==> src/sv/lbbm_pkg.sv <==
// ----------------------------------------------------------------------------
// lbbm_pkg
// Widths, register codes, bar width table and shared types of the bar meter.
// ----------------------------------------------------------------------------
`default_nettype none

package lbbm_pkg;

	localparam int BAR_COUNT  = 32;
	localparam int BAR_W      = $clog2(BAR_COUNT);
	localparam int EXP_W      = BAR_W - 1;
	localparam int IDX_OUT_W  = 5;
	localparam int SAMPLE_W   = 24;
	localparam int SUM_W      = 32;
	localparam int CNT_W      = 8;
	localparam int PEAK_W     = 24;
	localparam int DEN_W      = 24;
	localparam int HGT_W      = 17;
	localparam int RATIO_W    = 17;
	localparam int RATIO_FRAC = 15;
	localparam int SHIFT_W    = 3;
	localparam int FLOOR_W    = 23;
	localparam int STEP_W     = 6;
	localparam int CFG_IDX_W  = 2;
	localparam int CFG_DATA_W = 23;

	localparam logic [CFG_IDX_W-1:0] CFG_SMOOTH = CFG_IDX_W'(0);
	localparam logic [CFG_IDX_W-1:0] CFG_FLOOR  = CFG_IDX_W'(1);

	localparam logic [SHIFT_W-1:0] SHIFT_RST = SHIFT_W'(3);
	localparam logic [FLOOR_W-1:0] FLOOR_RST = FLOOR_W'(4096);

	localparam logic [STEP_W-1:0] AVG_STEPS   = STEP_W'(SUM_W);
	localparam logic [STEP_W-1:0] RATIO_STEPS = STEP_W'(RATIO_FRAC);

	localparam logic [BAR_W-1:0] HALF_BAR = BAR_W'(BAR_COUNT / 2);
	localparam logic [BAR_W-1:0] LAST_BAR = BAR_W'(BAR_COUNT - 1);

	localparam logic [CNT_W-1:0] POW_WIDTHS [2**EXP_W] = '{
		8'd1, 8'd1, 8'd2, 8'd3, 8'd4, 8'd6, 8'd8, 8'd11,
		8'd16, 8'd21, 8'd29, 8'd40, 8'd55, 8'd75, 8'd102, 8'd138
	};

	typedef struct packed {
		logic signed [PEAK_W-1:0] peak;
		logic signed [HGT_W-1:0]  height;
	} ram_word_t;

	typedef struct packed {
		logic [SUM_W-1:0]  num;
		logic [DEN_W-1:0]  rem;
		logic [DEN_W-1:0]  den;
		logic [STEP_W-1:0] steps;
	} div_req_t;

	function automatic logic [CNT_W-1:0] bar_width(input logic [BAR_W-1:0] bar);
		logic [BAR_W-1:0] e_m1;
		if (bar < HALF_BAR) begin
			e_m1 = HALF_BAR - bar - BAR_W'(1);
		end else begin
			e_m1 = bar - HALF_BAR;
		end
		return POW_WIDTHS[e_m1[EXP_W-1:0]];
	endfunction

endpackage

`default_nettype wire

==> src/sv/lbbm_in_if.sv <==
// ----------------------------------------------------------------------------
// lbbm_in_if
// Sample channel: one sample item with its frame start mark.
// ----------------------------------------------------------------------------
`default_nettype none

interface lbbm_in_if;
	import lbbm_pkg::*;

	logic                       valid;
	logic                       ready;
	logic signed [SAMPLE_W-1:0] sample;
	logic                       frame_start;

	modport source (output valid, output sample, output frame_start, input ready);
	modport sink   (input valid, input sample, input frame_start, output ready);
endinterface

`default_nettype wire

==> src/sv/lbbm_out_if.sv <==
// ----------------------------------------------------------------------------
// lbbm_out_if
// Result channel: one bar height item.
// ----------------------------------------------------------------------------
`default_nettype none

interface lbbm_out_if;
	import lbbm_pkg::*;

	logic                        valid;
	logic                        ready;
	logic [IDX_OUT_W-1:0]        bar_index;
	logic signed [HGT_W-1:0]     bar_height;
	logic                        last_bar;

	modport source (output valid, output bar_index, output bar_height, output last_bar,
		input ready);
	modport sink   (input valid, input bar_index, input bar_height, input last_bar,
		output ready);
endinterface

`default_nettype wire

==> src/sv/lbbm_cfg_if.sv <==
// ----------------------------------------------------------------------------
// lbbm_cfg_if
// Register write channel: index and write data.
// ----------------------------------------------------------------------------
`default_nettype none

interface lbbm_cfg_if;
	import lbbm_pkg::*;

	logic                  valid;
	logic                  ready;
	logic [CFG_IDX_W-1:0]  index;
	logic [CFG_DATA_W-1:0] data;

	modport source (output valid, output index, output data, input ready);
	modport sink   (input valid, input index, input data, output ready);
endinterface

`default_nettype wire

==> src/sv/lbbm_ram.sv <==
// ----------------------------------------------------------------------------
// lbbm_ram
// Generic single-write, single-read RAM with registered read data.
// ----------------------------------------------------------------------------
`default_nettype none

module lbbm_ram #(
	parameter int W = 8,
	parameter int D = 32
) (
	input  logic                 clk,
	input  logic                 we,
	input  logic [$clog2(D)-1:0] waddr,
	input  logic [W-1:0]         wdata,
	input  logic [$clog2(D)-1:0] raddr,
	output logic [W-1:0]         rdata
);
	logic [W-1:0] mem [D];
	logic [W-1:0] rdata_q;

	always_ff @(posedge clk) begin
		if (we) begin
			mem[waddr] <= wdata;
		end
		rdata_q <= mem[raddr];
	end

	assign rdata = rdata_q;
endmodule

`default_nettype wire

==> src/sv/lbbm_div.sv <==
// ----------------------------------------------------------------------------
// lbbm_div
// Restoring divider, one quotient bit per cycle, with preloadable remainder.
// ----------------------------------------------------------------------------
`default_nettype none

module lbbm_div (
	input  logic                     clk,
	input  logic                     arst_n,
	input  logic                     start,
	input  lbbm_pkg::div_req_t       req,
	output logic                     done,
	output logic [lbbm_pkg::SUM_W-1:0] quo
);
	import lbbm_pkg::*;

	logic [DEN_W-1:0]  rem_q;
	logic [DEN_W-1:0]  den_q;
	logic [SUM_W-1:0]  quo_q;
	logic [STEP_W-1:0] cnt_q;
	logic              busy_q;
	logic              done_q;
	logic [DEN_W:0]    trial;
	logic [DEN_W:0]    diff;
	logic              fits;

	assign trial = {rem_q, quo_q[SUM_W-1]};
	assign fits  = trial >= {1'b0, den_q};
	assign diff  = trial - {1'b0, den_q};

	always_ff @(posedge clk) begin
		if (start) begin
			rem_q <= req.rem;
			den_q <= req.den;
			quo_q <= req.num;
		end else if (busy_q) begin
			rem_q <= fits ? diff[DEN_W-1:0] : trial[DEN_W-1:0];
			quo_q <= {quo_q[SUM_W-2:0], fits};
		end
	end

	always_ff @(posedge clk or negedge arst_n) begin
		if (!arst_n) begin
			cnt_q  <= '0;
			busy_q <= 1'b0;
			done_q <= 1'b0;
		end else if (start) begin
			cnt_q  <= req.steps;
			busy_q <= 1'b1;
			done_q <= 1'b0;
		end else if (busy_q) begin
			cnt_q <= cnt_q - STEP_W'(1);
			if (cnt_q == STEP_W'(1)) begin
				busy_q <= 1'b0;
				done_q <= 1'b1;
			end else begin
				done_q <= 1'b0;
			end
		end else begin
			done_q <= 1'b0;
		end
	end

	assign done = done_q;
	assign quo  = quo_q;
endmodule

`default_nettype wire

==> src/sv/log_band_bar_meter_unit.sv <==
// ----------------------------------------------------------------------------
// log_band_bar_meter_unit
// Groups a frame of samples into log-width bars and emits one smoothed,
// peak-normalized height item per closed bar.
// Channels: smp takes one sample item per handshake (frame_start restarts at
// bar 0); res gives bar_index, bar_height and last_bar; cfg writes register 0
// (smoothing shift) or 1 (peak floor, reloads every bar's peak-hold).
// A sample that does not close a bar leaves the input ready for the next item.
// A closing sample holds the input while its bar is worked: load, averaging
// divide, peak step, ratio check, ratio divide on the shared bit-serial
// divider, write-back and output. The ratio divide is skipped when the ratio
// saturates or the peak is zero, so that result is valid sooner.
// Peak-hold and height live in one 32-entry RAM; per-entry valid bits stand
// in for the reset values, so no clearing pass is needed after reset.
// Reset clears the bar position, the valid bits and the output register.
// A stalled receiver holds the result; samples are still taken until the next
// bar closes, and that bar's result then holds off the input until the output
// register frees.
// ----------------------------------------------------------------------------
`default_nettype none

module log_band_bar_meter_unit (
	input  logic       clk,
	input  logic       arst_n,
	lbbm_in_if.sink    smp,
	lbbm_out_if.source res,
	lbbm_cfg_if.sink   cfg
);
	import lbbm_pkg::*;

	localparam logic [2:0] ST_IDLE   = 3'd0;
	localparam logic [2:0] ST_LOAD   = 3'd1;
	localparam logic [2:0] ST_AVG    = 3'd2;
	localparam logic [2:0] ST_PEAK   = 3'd3;
	localparam logic [2:0] ST_RATIO  = 3'd4;
	localparam logic [2:0] ST_NORM   = 3'd5;
	localparam logic [2:0] ST_SMOOTH = 3'd6;
	localparam logic [2:0] ST_OUT    = 3'd7;

	logic [2:0]               state_q;
	logic signed [SUM_W-1:0]  sum_q;
	logic [CNT_W-1:0]         cnt_q;
	logic [BAR_W-1:0]         bar_q;
	logic                     fin_q;
	logic                     sum_neg_q;
	logic [SHIFT_W-1:0]       shift_q;
	logic [FLOOR_W-1:0]       floor_q;
	logic [BAR_COUNT-1:0]     peak_vld_q;
	logic [BAR_COUNT-1:0]     hgt_vld_q;
	logic signed [PEAK_W-1:0] avg_q;
	logic [PEAK_W-1:0]        avg_mag_q;
	logic signed [PEAK_W-1:0] peak_q;
	logic signed [RATIO_W-1:0] ratio_q;
	logic signed [HGT_W-1:0]  hgt_q;
	logic                     out_valid_q;
	logic [IDX_OUT_W-1:0]     out_idx_q;
	logic signed [HGT_W-1:0]  out_hgt_q;
	logic                     out_last_q;

	logic                     in_acc;
	logic signed [SUM_W-1:0]  sum_base;
	logic signed [SUM_W-1:0]  sum_add;
	logic [CNT_W-1:0]         cnt_base;
	logic [BAR_W-1:0]         bar_base;
	logic                     fin_base;
	logic                     closes;
	logic [SUM_W-1:0]         sum_mag;
	logic                     div_start;
	div_req_t                 div_req;
	logic                     div_done;
	logic [SUM_W-1:0]         div_quo;
	logic signed [PEAK_W-1:0] avg_next;
	ram_word_t                rd_word;
	ram_word_t                wr_word;
	logic [$bits(ram_word_t)-1:0] ram_rdata;
	logic                     ram_we;
	logic signed [PEAK_W-1:0] peak_old;
	logic signed [RATIO_W-1:0] ratio_div;
	logic signed [HGT_W-1:0]  h_old;
	logic signed [HGT_W:0]    target;
	logic signed [HGT_W+1:0]  err;
	logic signed [HGT_W+1:0]  step;
	logic signed [HGT_W+2:0]  h_sum;
	logic signed [HGT_W-1:0]  h_new;
	logic                     out_free;

	assign in_acc   = smp.valid && smp.ready;
	assign sum_base = smp.frame_start ? '0 : sum_q;
	assign cnt_base = smp.frame_start ? '0 : cnt_q;
	assign bar_base = smp.frame_start ? '0 : bar_q;
	assign fin_base = smp.frame_start ? 1'b0 : fin_q;
	assign sum_add  = sum_base + SUM_W'(smp.sample);
	assign closes   = (cnt_base + CNT_W'(1)) == bar_width(bar_base);

	assign sum_mag  = sum_q[SUM_W-1] ? (~sum_q + SUM_W'(1)) : sum_q;
	assign avg_next = sum_neg_q ? -PEAK_W'(div_quo) : PEAK_W'(div_quo);

	always_comb begin
		div_start = 1'b0;
		div_req   = '0;
		if (state_q == ST_LOAD) begin
			div_start   = 1'b1;
			div_req.num = sum_mag;
			div_req.den = DEN_W'(bar_width(bar_q));
			div_req.steps = AVG_STEPS;
		end else if (state_q == ST_RATIO && peak_q != '0
				&& avg_mag_q < PEAK_W'(peak_q)) begin
			div_start   = 1'b1;
			div_req.rem = avg_mag_q;
			div_req.den = peak_q;
			div_req.steps = RATIO_STEPS;
		end
	end

	lbbm_div u_div (
		.clk    (clk),
		.arst_n (arst_n),
		.start  (div_start),
		.req    (div_req),
		.done   (div_done),
		.quo    (div_quo)
	);

	assign rd_word  = ram_word_t'(ram_rdata);
	assign peak_old = peak_vld_q[bar_q] ? rd_word.peak : $signed({1'b0, floor_q});
	assign ratio_div = $signed({2'b00, div_quo[RATIO_FRAC-1:0]});

	assign h_old  = hgt_vld_q[bar_q] ? rd_word.height : '0;
	assign target = {ratio_q, 1'b0};
	assign err    = (HGT_W+2)'(target) - (HGT_W+2)'(h_old);
	assign step   = err >>> shift_q;
	assign h_sum  = (HGT_W+3)'(h_old) + (HGT_W+3)'(step);

	always_comb begin
		if (h_sum > (HGT_W+3)'(65535)) begin
			h_new = HGT_W'(65535);
		end else if (h_sum < -(HGT_W+3)'(65536)) begin
			h_new = -HGT_W'(65536);
		end else begin
			h_new = h_sum[HGT_W-1:0];
		end
	end

	assign ram_we         = (state_q == ST_SMOOTH);
	assign wr_word.peak   = peak_q;
	assign wr_word.height = h_new;

	lbbm_ram #(
		.W ($bits(ram_word_t)),
		.D (BAR_COUNT)
	) u_ram (
		.clk   (clk),
		.we    (ram_we),
		.waddr (bar_q),
		.wdata (wr_word),
		.raddr (bar_q),
		.rdata (ram_rdata)
	);

	assign out_free = !out_valid_q || res.ready;

	always_ff @(posedge clk) begin
		unique case (state_q)
			ST_AVG: begin
				if (div_done) begin
					avg_q <= avg_next;
				end
			end
			ST_PEAK: begin
				peak_q    <= (avg_q > peak_old) ? avg_q : peak_old;
				avg_mag_q <= avg_q[PEAK_W-1] ? PEAK_W'(-avg_q) : PEAK_W'(avg_q);
			end
			ST_RATIO: begin
				if (peak_q == '0) begin
					ratio_q <= (avg_mag_q == '0) ? '0 : -RATIO_W'(32768);
				end else if (avg_mag_q >= PEAK_W'(peak_q)) begin
					ratio_q <= avg_q[PEAK_W-1] ? -RATIO_W'(32768) : RATIO_W'(32768);
				end
			end
			ST_NORM: begin
				if (div_done) begin
					ratio_q <= avg_q[PEAK_W-1] ? -ratio_div : ratio_div;
				end
			end
			ST_SMOOTH: begin
				hgt_q <= h_new;
			end
			default: begin
			end
		endcase
	end

	always_ff @(posedge clk or negedge arst_n) begin
		if (!arst_n) begin
			state_q     <= ST_IDLE;
			sum_q       <= '0;
			cnt_q       <= '0;
			bar_q       <= '0;
			fin_q       <= 1'b0;
			sum_neg_q   <= 1'b0;
			shift_q     <= SHIFT_RST;
			floor_q     <= FLOOR_RST;
			peak_vld_q  <= '0;
			hgt_vld_q   <= '0;
			out_valid_q <= 1'b0;
			out_idx_q   <= '0;
			out_hgt_q   <= '0;
			out_last_q  <= 1'b0;
		end else begin
			if (out_valid_q && res.ready) begin
				out_valid_q <= 1'b0;
			end
			if (cfg.valid) begin
				unique case (cfg.index)
					CFG_SMOOTH: shift_q <= cfg.data[SHIFT_W-1:0];
					CFG_FLOOR: begin
						floor_q    <= cfg.data[FLOOR_W-1:0];
						peak_vld_q <= '0;
					end
					default: begin
					end
				endcase
			end
			unique case (state_q)
				ST_IDLE: begin
					if (in_acc) begin
						bar_q <= bar_base;
						fin_q <= fin_base;
						if (fin_base) begin
							sum_q <= sum_base;
							cnt_q <= cnt_base;
						end else if (closes) begin
							sum_q   <= sum_add;
							cnt_q   <= '0;
							state_q <= ST_LOAD;
						end else begin
							sum_q <= sum_add;
							cnt_q <= cnt_base + CNT_W'(1);
						end
					end
				end
				ST_LOAD: begin
					sum_neg_q <= sum_q[SUM_W-1];
					sum_q     <= '0;
					state_q   <= ST_AVG;
				end
				ST_AVG: begin
					if (div_done) begin
						state_q <= ST_PEAK;
					end
				end
				ST_PEAK: begin
					state_q <= ST_RATIO;
				end
				ST_RATIO: begin
					state_q <= div_start ? ST_NORM : ST_SMOOTH;
				end
				ST_NORM: begin
					if (div_done) begin
						state_q <= ST_SMOOTH;
					end
				end
				ST_SMOOTH: begin
					peak_vld_q[bar_q] <= 1'b1;
					hgt_vld_q[bar_q]  <= 1'b1;
					state_q           <= ST_OUT;
				end
				ST_OUT: begin
					if (out_free) begin
						out_valid_q <= 1'b1;
						out_idx_q   <= IDX_OUT_W'(bar_q);
						out_hgt_q   <= hgt_q;
						out_last_q  <= (bar_q == LAST_BAR);
						fin_q       <= (bar_q == LAST_BAR);
						bar_q       <= bar_q + BAR_W'(1);
						state_q     <= ST_IDLE;
					end
				end
				default: state_q <= ST_IDLE;
			endcase
		end
	end

	assign smp.ready      = (state_q == ST_IDLE);
	assign cfg.ready      = 1'b1;
	assign res.valid      = out_valid_q;
	assign res.bar_index  = out_idx_q;
	assign res.bar_height = out_hgt_q;
	assign res.last_bar   = out_last_q;
endmodule

`default_nettype wire

==> src/flat_wrapper.sv <==
// flat-port wrapper written by rule: the top's interface ports become plain ports
module log_band_bar_meter_unit_flat import lbbm_pkg::*;
  (clk, arst_n, smp_valid, smp_sample, smp_frame_start, smp_ready, res_valid, res_bar_index, res_bar_height, res_last_bar, res_ready, cfg_valid, cfg_index, cfg_data, cfg_ready);
  lbbm_in_if smp_i ();
  lbbm_out_if res_i ();
  lbbm_cfg_if cfg_i ();
  input  logic clk;
  input  logic arst_n;
  input wire logic [$bits(smp_i.valid)-1:0] smp_valid;
  input wire logic [$bits(smp_i.sample)-1:0] smp_sample;
  input wire logic [$bits(smp_i.frame_start)-1:0] smp_frame_start;
  output wire logic [$bits(smp_i.ready)-1:0] smp_ready;
  output wire logic [$bits(res_i.valid)-1:0] res_valid;
  output wire logic [$bits(res_i.bar_index)-1:0] res_bar_index;
  output wire logic [$bits(res_i.bar_height)-1:0] res_bar_height;
  output wire logic [$bits(res_i.last_bar)-1:0] res_last_bar;
  input wire logic [$bits(res_i.ready)-1:0] res_ready;
  input wire logic [$bits(cfg_i.valid)-1:0] cfg_valid;
  input wire logic [$bits(cfg_i.index)-1:0] cfg_index;
  input wire logic [$bits(cfg_i.data)-1:0] cfg_data;
  output wire logic [$bits(cfg_i.ready)-1:0] cfg_ready;
  assign smp_i.valid = smp_valid;
  assign smp_i.sample = smp_sample;
  assign smp_i.frame_start = smp_frame_start;
  assign smp_ready = smp_i.ready;
  assign res_valid = res_i.valid;
  assign res_bar_index = res_i.bar_index;
  assign res_bar_height = res_i.bar_height;
  assign res_last_bar = res_i.last_bar;
  assign res_i.ready = res_ready;
  assign cfg_i.valid = cfg_valid;
  assign cfg_i.index = cfg_index;
  assign cfg_i.data = cfg_data;
  assign cfg_ready = cfg_i.ready;
  log_band_bar_meter_unit u_core (.clk(clk), .arst_n(arst_n), .smp(smp_i), .res(res_i), .cfg(cfg_i));
endmodule
==> config.mk <==
export PLATFORM = sky130hd
export DESIGN_NAME = log_band_bar_meter_unit_flat
export DESIGN_NICKNAME = d
export VERILOG_FILES = /design/src/sv/lbbm_pkg.sv /design/src/sv/lbbm_in_if.sv /design/src/sv/lbbm_out_if.sv /design/src/sv/lbbm_cfg_if.sv /design/src/sv/lbbm_ram.sv /design/src/sv/lbbm_div.sv /design/src/sv/log_band_bar_meter_unit.sv /design/src/flat_wrapper.sv
export SDC_FILE = /design/constraint.sdc
export NUM_CORES = 2
export LEC_CHECK = 0
export CORE_MARGIN = 1
export CORE_UTILIZATION = 45
export CTS_BUF_LIST = sky130_fd_sc_hd__clkbuf_2
export CTS_CLUSTER_DIAMETER = 40
export CTS_CLUSTER_SIZE = 30
export DETAILED_ROUTE_END_ITERATION = 6
export DONT_BUFFER_PORTS = 1
export GPL_ROUTABILITY_DRIVEN = 0
export MAX_ROUTING_LAYER = met4
export PLACE_DENSITY = 0.66
export SLEW_MARGIN = 10
export SYNTH_ARGS = -nofsm -noshare
export SYNTH_HDL_FRONTEND = slang
export SYNTH_SLANG_ARGS = --single-unit
==> constraint.sdc <==
create_clock -name clk -period 11.6 [get_ports clk]
set_clock_uncertainty 0.2 [all_clocks]
set_input_delay 1.74 -clock clk [delete_from_list [all_inputs] [get_ports clk]]
set_output_delay 1.74 -clock clk [all_outputs]
set_load 0.01 [all_outputs]
==> results.json <==
{
  "max_freq_mhz": 90.9,
  "syn_avg_cell_area_sq_um": 16.9,
  "multiInputGateArea_sq_um": 23000,
  "syn_nets": 4607,
  "path_cells": "mux4_2, mux2_2, nand2_1, nand4_1, nand2_1, ha_1, a21o_1, a22o_1, nor3_1, nor3_1, o41ai_1, a211oi_1, a211oi_1, mux2_2, mux2i_1, ha_1, nand4_1, o21ai_0, nand4_1, a21o_1, a31oi_1, nand2_1, nand2_1",
  "cpPeakStageDelay_ns": 1.12,
  "row_count": 148,
  "fin_area_sq_um": 80900,
  "via_per_inst": 5.96,
  "cp_max_fo": 60,
  "setup-tns-final_ns": 0,
  "track_usage_pct": 23.7,
  "synth_seq_cells": 1711,
  "relSlewSlack_pct": 16.9,
  "arrival_ns": 12.28,
  "pin_count": 81,
  "root_buffer": "clkbuf_2",
  "drv_slew": 0,
  "min_period_ns": 11.00,
  "drtIter0Drc": 4918,
  "worst_pin_slew_ns": 1.24,
  "end_kind": "register",
  "dieHeight_um": 407,
  "ys_types": 75,
  "seq_area_frac_synth_pct": 67.8,
  "grt_max_degree": 173,
  "clockBufferDepth": 3,
  "rsz0062_at_grt": "yes",
  "cts_buffers": 206,
  "cp-start-kind": "register",
  "critPathRequiredTime_ns": 12.87,
  "grt_pass1_vias": 40700,
  "clkLatencyLatePin_ns": 1.87,
  "vias": 41300,
  "syn_to_final_growth_pct": 9.35,
  "final_antenna_net_count": 0,
  "worst_path_most_repeated_cell": "nand2_1",
  "drt_first_pass_iters": 6,
  "p_leak_uw": 0.0282,
  "async_flop_share_pct": 10.1,
  "seqCellArea_sq_um": 50100,
  "dp_hpwl_um": 110000,
  "grt_overflow_total": 0,
  "finalHoldViolations": 0,
  "path_clk_slew_ns": 0.19,
  "nFillCells": 13500,
  "htree_num_levels": 4,
  "post-route-period-util_pct": 94.8,
  "core_area_sq_um": 163000,
  "nets": 4767,
  "status": "finished clean",
  "drc": 0,
  "antenna_found_initial": 8,
  "cts_tree": "built",
  "dpl_cell_area_sq_um": 77000,
  "ir_worst_vdd_mv": 0.528,
  "cap_violations": 0,
  "final_common_cell": "edfxtp_1",
  "port_buffers": 0,
  "drt-total-wl_um": 191000,
  "synthesis.area_sq_um": 74000,
  "yosys_warnings": 0,
  "crit_slowest_cell": "nand2_1",
  "ys_dominant_reg_cell": "edfxtp_1",
  "floorplan.initialDensity_pct": 45.4,
  "routedWlPerCell_um": 27.6,
  "synth_edf_count": 1498,
  "mostFrequentLayoutCells": "edfxtp_1 (1498), mux4_2 (429), nand2_1 (346), clkbuf_2 (218), dfrtp_1 (165)",
  "layout-drive-gt1-share_pct": 22.8,
  "worstSetupPathType": "register to register",
  "clock-sinks": 1711,
  "power.density_nw_per_um2": 329,
  "finalSetupViolations": 0,
  "grt_pass1_wl_um": 279000,
  "synth_cells": 4387,
  "die_w_um": 407,
  "die_area_sq_um": 166000,
  "hold_class": "input pin to register"
}
path summary, 6_finish.rpt:
kind                            cells after the start                       end  slack, ns                 from
worst min register to register                      1       u_core.hgt_vld_q[1]       0.29  u_core.hgt_vld_q[1]
worst max register to register                     23    u_core.u_ram.mem[5][5]       0.60      u_core.bar_q[1]
worst max-delay path                               23    u_core.u_ram.mem[5][5]       0.60      u_core.bar_q[1]
max in group asynchronous                           2          u_core.sum_q[22]       9.70               arst_n
worst min-delay path                                3          u_core.sum_q[16]       0.23       smp_sample[16]
min in group asynchronous                           2  u_core.res.bar_height[2]       0.37               arst_n
flip-flops by register name, indices dropped and copies added, names as in the netlist, 17 cells and up:
signal                 flops
u_core.u_div.rem_q        24
u_core.res.bar_height     17
u_core.peak_vld_q         32
u_core.u_div.den_q        24
u_core.avg_mag_q          24
u_core.hgt_vld_q          32
u_core.peak_q             24
u_core.hgt_q              17
u_core.floor_q            23
u_core.avg_q              24
u_core.u_ram.rdata        41
u_core.u_ram.mem        1312
u_core.sum_q              32
u_core.ratio_q            17
u_core.u_div.quo          32
metal layers:
| metal | up-vias | global-route usage [%] | wire length [um] |
|---|---|---|---|
| li1 | 17700 | - | - |
| met1 | 21500 | 32.8 | 80000 |
| met2 | 1747 | 36.6 | 91100 |
| met3 | 311 | 3.58 | 15200 |
| met4 | 0 | 6.81 | 5080 |
| met5 | - | - | 0 |
per-stage QoR:
stage	power (uW)	setup WS (ns)	hold WS, ns	utilization, %	std cells
finish	26600	0.598	0.230	49.6	6925
global route	28000	-0.0435	0.0956	49.6	6917
CTS	26500	0.540	0.000591	49.6	6906
detailed placement	22700	0.596	0.252	47.3	6461
global placement	22400	0.999	0.244	47.3	6461
floorplan	19100	3.54	0.234	-	4387
layout make-up:
type	count	area share, %
clock inverters	175	2.57
multi-input cells	2338	28.4
repair buffers	142	1.57
flip-flops and latches	1711	62.0
inverters	148	0.693
diodes	18	0.0557
well taps	2175	3.36
clock buffers	218	1.35
timing repair:
item                                   4_1_cts  5_1_grt
gates resized for setup                      0        4
endpoints found under the hold margin      232        0
hold buffers                                52        0
buffers inserted                             0        0
setup endpoints to repair                    0       91
kinds of logic after synthesis:
group	Yosys count	share of synthesized area [%]
compound gates	560	4.93
xor+xnor	175	2.07
fa+ha+maj	165	2.83
buf+inv	338	1.73
flops	1711	67.8
mux	573	15.1
other cells	1	0.00507
simple gates	864	5.57
worst max-delay path, delay by kind of cell (launching register included):
family	cells	cell delay, ns
mux	4	1.24
flops	1	1.07
simple gates	9	4.21
compound gates	8	3.17
fa+ha+maj	2	0.70
cell usage after synthesis (all sizes together), types with 41 or more instances:
library cell / instances / area (sq um)
a21o: 97 / 728
a21oi: 96 / 480
buf: 56 / 219
clkbuf: 134 / 504
dfrtp: 169 / 4230
dfxtp: 41 / 821
edfxtp: 1498 / 45000
ha: 161 / 2010
inv: 147 / 552
mux2: 60 / 676
mux2i: 84 / 841
mux4: 429 / 9660
nand2: 349 / 1310
nand3: 55 / 275
nor2: 151 / 567
nor2b: 58 / 363
o21ai: 149 / 746
xnor2: 103 / 902
xor2: 72 / 631
power breakdown:
part / leakage, uW / total (uW) / switching [uW] / internal (uW)
Combinational: 0.0103 / 11200 / 7310 / 3840
Sequential: 0.0161 / 11700 / 642 / 11000
Clock: 0.00180 / 3760 / 2460 / 1300
Note: power is estimated with default switching activity, not from simulation.
